===== src/rtl/ngs_pkg.sv =====
// Shared constants, codes and controller/datapath interface types.
package ngs_pkg;

  localparam int STACK_DEPTH_DEFAULT = 32;

  // Result status codes
  localparam logic [1:0] STATUS_FOUND    = 2'd0;
  localparam logic [1:0] STATUS_NONE     = 2'd1;
  localparam logic [1:0] STATUS_OVERFLOW = 2'd2;

  // Which fields a result takes
  typedef enum logic [1:0] {
    EMIT_PAIR,
    EMIT_OVERFLOW,
    EMIT_FLUSH
  } emit_kind_t;

  // Controller to datapath
  typedef struct packed {
    logic       load;
    logic       push;
    logic       pop;
    logic       emit;
    emit_kind_t kind;
    logic       run_end;
  } cmd_t;

  // Datapath to controller
  typedef struct packed {
    logic top_lt;
    logic more_pop;
    logic full;
    logic count_one;
    logic last;
    logic out_free;
  } stat_t;

endpackage


===== src/rtl/ngs_datapath.sv =====
// Stack memory, top-of-stack register, item registers and output register.
module ngs_datapath #(
  parameter int STACK_DEPTH = ngs_pkg::STACK_DEPTH_DEFAULT
) (
  input  logic                clk,
  input  logic                rst,
  input  ngs_pkg::cmd_t       cmd,
  output ngs_pkg::stat_t      stat,
  input  logic signed [31:0]  value,
  input  logic                last_value,
  output logic signed [31:0]  element,
  output logic signed [31:0]  greater,
  output logic [1:0]          status,
  output logic                run_end,
  output logic                out_valid,
  input  logic                out_ready
);

  localparam int CW = $clog2(STACK_DEPTH + 1);
  localparam int AW = (STACK_DEPTH > 1) ? $clog2(STACK_DEPTH) : 1;

  logic signed [31:0] mem [STACK_DEPTH];
  logic signed [31:0] rd_data;
  logic signed [31:0] cur_value;
  logic               cur_last;
  logic signed [31:0] top;
  logic [CW-1:0]      count;
  logic [AW-1:0]      rd_addr;
  logic [AW-1:0]      wr_addr;
  logic               count_ge2;

  // Entry just below the top; only used when two or more are stacked
  assign count_ge2 = (count >= CW'(2));
  assign rd_addr   = count_ge2 ? AW'(count - CW'(2)) : '0;
  assign wr_addr   = AW'(count);

  always_comb begin
    stat.top_lt    = (count != '0) && (top < cur_value);
    stat.more_pop  = count_ge2 && (rd_data < cur_value);
    stat.full      = (count == CW'(STACK_DEPTH));
    stat.count_one = (count == CW'(1));
    stat.last      = cur_last;
    stat.out_free  = !out_valid || out_ready;
  end

  // Stack memory: one write and one registered read per cycle
  always_ff @(posedge clk) begin
    if (cmd.push) begin
      mem[wr_addr] <= cur_value;
    end
    rd_data <= mem[rd_addr];
  end

  // Item registers and top of stack
  always_ff @(posedge clk) begin
    if (cmd.load) begin
      cur_value <= value;
      cur_last  <= last_value;
    end
    if (cmd.push) begin
      top <= cur_value;
    end else if (cmd.pop) begin
      top <= rd_data;
    end
  end

  // Stack fill count
  always_ff @(posedge clk) begin
    if (rst) begin
      count <= '0;
    end else if (cmd.push) begin
      count <= count + CW'(1);
    end else if (cmd.pop) begin
      count <= count - CW'(1);
    end
  end

  // Output register
  always_ff @(posedge clk) begin
    if (rst) begin
      out_valid <= 1'b0;
    end else if (cmd.emit) begin
      out_valid <= 1'b1;
    end else if (out_ready) begin
      out_valid <= 1'b0;
    end
  end

  always_ff @(posedge clk) begin
    if (cmd.emit) begin
      run_end <= cmd.run_end;
      unique case (cmd.kind)
        ngs_pkg::EMIT_PAIR: begin
          element <= top;
          greater <= cur_value;
          status  <= ngs_pkg::STATUS_FOUND;
        end
        ngs_pkg::EMIT_OVERFLOW: begin
          element <= cur_value;
          greater <= '0;
          status  <= ngs_pkg::STATUS_OVERFLOW;
        end
        default: begin
          element <= top;
          greater <= '0;
          status  <= ngs_pkg::STATUS_NONE;
        end
      endcase
    end
  end

endmodule


===== src/rtl/ngs_controller.sv =====
// Sequencer for compare, pop, push, overflow and flush steps.
module ngs_controller (
  input  logic           clk,
  input  logic           rst,
  input  logic           in_valid,
  output logic           in_ready,
  input  ngs_pkg::stat_t stat,
  output ngs_pkg::cmd_t  cmd
);

  typedef enum logic [2:0] {
    IDLE,
    CMP,
    POP,
    FLUSH,
    FEMIT
  } state_t;

  state_t state, state_next;

  assign in_ready = (state == IDLE);

  // Commands and next state
  always_comb begin
    cmd        = '0;
    cmd.kind   = ngs_pkg::EMIT_PAIR;
    state_next = state;
    unique case (state)
      IDLE: begin
        cmd.load = in_valid;
        if (in_valid) begin
          state_next = CMP;
        end
      end
      CMP: begin
        if (stat.top_lt) begin
          state_next = POP;
        end else if (stat.full) begin
          if (stat.out_free) begin
            cmd.emit    = 1'b1;
            cmd.kind    = ngs_pkg::EMIT_OVERFLOW;
            cmd.run_end = !stat.last;
            state_next  = stat.last ? FLUSH : IDLE;
          end
        end else begin
          cmd.push   = 1'b1;
          state_next = stat.last ? FLUSH : IDLE;
        end
      end
      POP: begin
        if (stat.out_free) begin
          cmd.emit    = 1'b1;
          cmd.kind    = ngs_pkg::EMIT_PAIR;
          cmd.run_end = !stat.more_pop && !stat.last;
          cmd.pop     = 1'b1;
          state_next  = CMP;
        end
      end
      FLUSH: begin
        state_next = FEMIT;
      end
      FEMIT: begin
        if (stat.out_free) begin
          cmd.emit    = 1'b1;
          cmd.kind    = ngs_pkg::EMIT_FLUSH;
          cmd.run_end = stat.count_one;
          cmd.pop     = 1'b1;
          state_next  = stat.count_one ? IDLE : FLUSH;
        end
      end
      default: begin
        state_next = IDLE;
      end
    endcase
  end

  always_ff @(posedge clk) begin
    if (rst) begin
      state <= IDLE;
    end else begin
      state <= state_next;
    end
  end

endmodule


===== src/rtl/next_greater_element_stack_unit.sv =====
// Top level of the next-greater-element monotonic stack unit.
// Values are taken one at a time; the unit accepts a new value only when
// the previous one is fully processed, though a finished result may still
// sit in the output register. An item passes through an accept step, a
// compare and then a pop step for each value it pops (the pop uses a
// registered read of the entry below the top), and a final compare that
// pushes the value or emits an overflow result; a last item then adds a
// flush and an emit step per flushed entry. Steps that emit a result wait
// while the output register still holds an untaken result.
module next_greater_element_stack_unit #(
  parameter int STACK_DEPTH = ngs_pkg::STACK_DEPTH_DEFAULT
) (
  input  logic               clk,
  input  logic               rst,
  input  logic               in_valid,
  output logic               in_ready,
  input  logic signed [31:0] value,
  input  logic               last_value,
  output logic               out_valid,
  input  logic               out_ready,
  output logic signed [31:0] element,
  output logic signed [31:0] greater,
  output logic [1:0]         status,
  output logic               run_end
);

  ngs_pkg::cmd_t  cmd;
  ngs_pkg::stat_t stat;

  ngs_controller u_ctrl (
    .clk      (clk),
    .rst      (rst),
    .in_valid (in_valid),
    .in_ready (in_ready),
    .stat     (stat),
    .cmd      (cmd)
  );

  ngs_datapath #(
    .STACK_DEPTH (STACK_DEPTH)
  ) u_dp (
    .clk        (clk),
    .rst        (rst),
    .cmd        (cmd),
    .stat       (stat),
    .value      (value),
    .last_value (last_value),
    .element    (element),
    .greater    (greater),
    .status     (status),
    .run_end    (run_end),
    .out_valid  (out_valid),
    .out_ready  (out_ready)
  );

  // One item at a time: no accept in the cycle after a transfer in
  a_one_item: assert property (@(posedge clk) disable iff (rst)
    (in_valid && in_ready) |=> !in_ready)
    else $error("input accepted while an item is in progress");

  // Only defined status codes leave the unit
  a_status_code: assert property (@(posedge clk) disable iff (rst)
    out_valid |-> (status == ngs_pkg::STATUS_FOUND || status == ngs_pkg::STATUS_NONE ||
                   status == ngs_pkg::STATUS_OVERFLOW))
    else $error("undefined status code");

  // Greater is zero unless a greater value was found
  a_greater_zero: assert property (@(posedge clk) disable iff (rst)
    (out_valid && status != ngs_pkg::STATUS_FOUND) |-> (greater == '0))
    else $error("nonzero greater on a result without a match");

  // A result is only loaded when the output register is free
  a_no_overwrite: assert property (@(posedge clk) disable iff (rst)
    cmd.emit |-> stat.out_free)
    else $error("result written over an untaken result");

endmodule


===== config.mk =====
export PLATFORM = sky130hd
export DESIGN_NAME = next_greater_element_stack_unit
export DESIGN_NICKNAME = d
export VERILOG_FILES = /design/src/rtl/ngs_pkg.sv /design/src/rtl/ngs_datapath.sv /design/src/rtl/ngs_controller.sv /design/src/rtl/next_greater_element_stack_unit.sv
export SDC_FILE = /design/constraint.sdc
export NUM_CORES = 2
export LEC_CHECK = 0
export ABC_AREA = 1
export BUFFER_PORTS_ARGS = -buffer_cell sky130_fd_sc_hd__buf_2
export CELL_PAD_IN_SITES_DETAIL_PLACEMENT = 1
export CELL_PAD_IN_SITES_GLOBAL_PLACEMENT = 1
export CORE_MARGIN = 1
export CORE_UTILIZATION = 46
export DETAILED_ROUTE_END_ITERATION = 7
export PLACE_DENSITY_LB_ADDON = 0.2
export SKIP_CTS_REPAIR_TIMING = 1
export SYNTH_ARGS = -nofsm -noshare
export SYNTH_HDL_FRONTEND = slang
export SYNTH_HIERARCHICAL = 1
export SYNTH_SLANG_ARGS = --single-unit
export TNS_END_PERCENT = 30

===== constraint.sdc =====
create_clock -name clk -period 6.7 [get_ports clk]
set_input_delay 1.005 -clock clk [delete_from_list [all_inputs] [get_ports clk]]
set_output_delay 1.005 -clock clk [all_outputs]
set_load 0.05 [all_outputs]

After elaboration in Yosys (flattened, before gate mapping)
Memories as Yosys holds them, arrays and structs flattened. A register that Yosys moved wholly into a read port is not among the register bits.
Index checks and enable logic that the tools add are counted.
- mux-type cells: 31
- reduce and logical (&&, ||, !) cells: 13
- add/sub/neg operators: 3
- order comparisons: 3
- equal/unequal tests: 11
- operator list (cell ; number):
    32-bit 2-to-1 mux ; 3
    32-bit less-than comparator ; 2
    3-bit 2-to-1 mux ; 6
    5-bit 2-to-1 mux ; 3
    3-bit case mux with 5 select lines ; 1
    4-bit 2-to-1 mux ; 3
    6-bit 2-to-1 mux ; 2
    4-bit case mux with 3 select lines ; 1
    1-bit 2-to-1 mux ; 8
    6-bit by 1-bit adder with 6-bit output, second input constant ; 1
    3-bit by 2-bit == test with 1-bit output, second input constant ; 2
    6-bit by 1-bit == test with 1-bit output, second input constant ; 1
    6-bit == test, second input constant ; 1
    6-bit by 2-bit >= comparator with 1-bit output, second input constant ; 1
    2-bit inequality test, second input constant ; 3
    6-bit nonzero test ; 1
    6-bit by 1-bit subtractor with 6-bit output, second input constant ; 1
    5-bit by 2-bit subtractor with 5-bit output, second input constant ; 1
    2-bit 2-to-1 mux ; 2
    4-bit inequality test, second input constant ; 1
    2-bit case mux with 2 select lines ; 1
    4-bit AND reduction ; 1
    2-bit nonzero test ; 2
    3-bit by 1-bit == test with 1-bit output, second input constant ; 1
    8 further kinds ; 12
- word-level logic and storage cells: 72
- bits of input ports: 37
- output and inout bits: 69
- memories kept: 1
- flip-flop bits (word level): 142
- RAM bits: 1024
- memory list (memory ; depth ; bits a word ; rd ports ; clocked after memory_dff ; write ports ; RTL line ; text):
    u_dp.mem ; 32 ; 32 ; 1 ; 1 ; 1 ; ngs_datapath.sv:22 ; logic signed [31:0] mem [STACK_DEPTH];

Longest topological paths before layout
- depth after elaboration: 8
- gate-level depth with buffers: 23
- mapped depth without buffers: 22

Modules after synthesis
Netlist, hierarchy kept.
- modules (own cells, without submodules) (module ; sequential area each (sq um) ; area an instance (sq um) ; instances ; cells an instance):
    ngs_datapath ; 35494.0 ; 52620.5 ; 1 ; 4906
    ngs_controller ; 60.1 ; 319.1 ; 1 ; 61

Least setup slack after synthesis
Ideal clock, no wire load.
- kind: in2reg
- start: in out_ready
- end: reg u_dp.element[0] (enable)
- slack: 89 ps
- path buffers: 0
- arrival time: 6024 ps
- library setup time: 587 ps
- stages: 4
- required time: 6113 ps
- cell sequence: inv_1 nand2_1 inv_1 o21ai_0
- RTL lines (element ; RTL line ; text):
    from (decl) ; next_greater_element_stack_unit.sv:20 ; input logic out_ready,
    to (signal assigned) ; ngs_datapath.sv:94 ; element <= top;
    to (signal assigned) ; ngs_datapath.sv:99 ; element <= cur_value;
    to (signal assigned) ; ngs_datapath.sv:104 ; element <= top;
    to (decl) ; ngs_datapath.sv:11 ; output logic signed [31:0] element,

==> flow_metrics.tcl <==
set metrics [dict create \
    area_growth_syn_to_layout_pct 12.6 \
    cts_tree "done" \
    initial_core_util_pct 46.4 \
    timing.final.crit_share_pct 71.4 \
    insertion_delay_ps 740 \
    p_leak_nw 24.8 \
    clkSinkCount 1198 \
    syn_nets 5074 \
    dpl.hpwl_mm 104 \
    layout-drive-gt1-share_pct 8.86 \
    path_cells "inv_1, ha_1, a21oi_1, o21ai_0, nor2_1, nand2_1, nand2_1, nand3_1, nand2_1, nor2_1, nor3_1, buf_4, nand2_1, nor2_4, buf_4" \
    max-slew-margin-rel_pct 12.4 \
    ys_warn_count 6 \
    synth_top_area_share_pct 65.6 \
    fin_nets 5155 \
    rows 124 \
    cpMostUsedCell "nand2_1" \
    dieArea_sq_um 116000 \
    critical-path-max-stage-delay_ps 800 \
    crit_fanout 18 \
    critPathSlowestCell "nor2_4" \
    synth_area_sq_um 52900 \
    ys_seq_elements 1198 \
    fin_area_sq_um 59600 \
    synth.area.top_cells "edfxtp_1 (66%), nand3_1 (9.9%), nand2_1 (7.2%)" \
    r2r_start "u_dp/cur_value[13]" \
    grt_antenna_before_repair 20 \
    cts_max_path_buffers 3 \
    placed_cell_area_sq_um 55400 \
    status "finished clean" \
    h-tree-depth 4 \
    vias_per_cell 5.62 \
    syn_avg_cell_area_sq_um 10.7 \
    endpoint_kind "flop" \
    synthArstFlopShare_pct 0 \
    synth_most_common_cell "edfxtp_1" \
    routed_wl_mm 174 \
    crit_start "u_dp/cur_value[13]" \
    die_w_microns 341 \
    cts-root-buf "clkbuf_16" \
    vias 37400 \
    critPathArrivalTime_ps 5170 \
    detail_route.first_pass.iterations 6 \
    grt_usage_pct 29.9 \
    drv_slew 0 \
    grt_pass1_vias 38300 \
    path_clk_slew_ps 60 \
    synth_cells 4967 \
    fin_skew_ps 28.7 \
    hold_start "last_value" \
    ys_top_cells_by_count "edfxtp_1 (1,156), nand3_1 (1,047), nand2_1 (1,014)" \
    setup_viol_count_final 0 \
    overflow 0 \
    max_slew.worst_pin.slew_ps 1310 \
    max_freq_mhz 209 \
    setup.worst_path.class "reg -> reg" \
    ant_nets 0 \
    grt_pass1_wl_mm 254 \
    routedWlPerCell_microns 26.1 \
    synthFlopType "edfxtp_1" \
    power_density_nw_per_um2 508 \
    vdd_drop_max_v 0.000658 \
    coreArea_sq_um 114000 \
    place_congestion 0.843 \
    die_h_microns 341 \
    p_total_mw 30.3 \
    required_ps 7090 \
    rsz0062_at_grt "no" \
    hp-class "in -> reg" \
    grt_max_degree 186 \
    fin_tns_setup_ps 0 \
    synthDistinctLibCells 34 \
    period_needed_ps 4780 \
    post-route-util_pct 52.2 \
    drt_iter0_drc 3786 \
    start_kind "flop" \
    timing.final.hold_violations 0 \
    portBuffers 105 \
    post-route-drc-count 0 \
    yosysTopAreaCell "edfxtp_1" \
    ios 106 \
    yosysSeqAreaShare_pct 67.2 \
    drv_cap 0 \
    synth_edf_count 1156 \
    cts_buffers 131 \
]
-- cell usage in the layout, fill, tap and decap left out, types with 3 or more instances in the layout --
cell and instances:
a21oi_1 38, buf_12 19, buf_2 105, buf_4 95, bufinv_16 9, clkbuf_1 38
clkbuf_16 136, clkbuf_8 9, clkinv_1 19, clkinv_2 16, dfxtp_1 41, edfxtp_1 1156
ha_1 70, inv_1 907, inv_2 4, inv_6 5, nand2_1 1014, nand2_8 3
nand3_1 1047, nand3b_1 193, nand4_1 4, nor2_1 69, nor2_2 4, nor2_4 38
nor3_1 5, o211ai_1 3, o21ai_0 80
-- sequential cells by signal (all words and copies together) (netlist names), 2 cells and up --
name,count
u_ctrl/state,3
u_dp/count,6
u_dp/cur_value,32
u_dp/element,32
u_dp/greater,32
u_dp/mem,1024
u_dp/rd_data,32
u_dp/status,2
u_dp/top,32
-- logic make-up (layout without fill, tap and decap cells) --
family	after synthesis	in the layout	share of synthesized area [%]
and+or+nand+nor	2382	2382	20.9
DFF	1198	1198	67.2
buffers and inverters	1188	1367	9.02
AOI/OAI and AO/OA	129	129	1.26
adders and majority gates	70	70	1.65
other	0	2	0
-- layout make-up --
type / count / area, sq um
Antenna cell: 2 / 5.00
Clock buffer: 183 / 3670
Clock inverter: 48 / 475
Fill cell: 12300 / 54600
Inverter: 917 / 3460
Multi-Input combinational cell: 2581 / 12900
Sequential cell: 1198 / 35600
Tap cell: 1512 / 1890
Timing Repair Buffer: 219 / 1620
-- report_power, final --
| group | switching, mW | internal, mW |
|---|---|---|
| registers | 0.372 | 8.99 |
| logic | 10.5 | 3.29 |
| clock network | 2.94 | 4.16 |
-- critical path: cells and delay by family, from the launching register on --
kind / cells / cell delay, ps
adders and majority gates: 1 / 350
and+or+nand+nor: 9 / 2260
DFF: 1 / 630
buffers and inverters: 3 / 950
AOI/OAI and AO/OA: 2 / 210
-- through the flow --
stage,setup WS [ps],hold WS [ps],instances
after floorplan,89.4,503,4967
after global placement,2000,465,6427
after detailed placement,2010,479,6427
after CTS,1950,415,6658
after global routing,1650,440,6658
final,1920,459,6660
-- worst paths after layout --
kind / endpoint / slack, ps / cells after the start
worst min-delay path: u_dp/cur_last / 460 / 1
worst min register to register: u_dp/mem[23][25] / 500 / 0
worst max-delay path: u_dp/mem[22][27] / 1920 / 15
worst max register to register: u_dp/mem[22][27] / 1920 / 15
-- layer usage --
metal	track usage, %	up-vias	share of wire (%)
met3	4.85	302	7.3
met2	48.3	1402	47
met1	41.8	19100	43
met4	8.73	4	2.8
li1	-	16700	-
met5	0	-	0.015
Note: power is estimated with default switching activity, not from simulation.
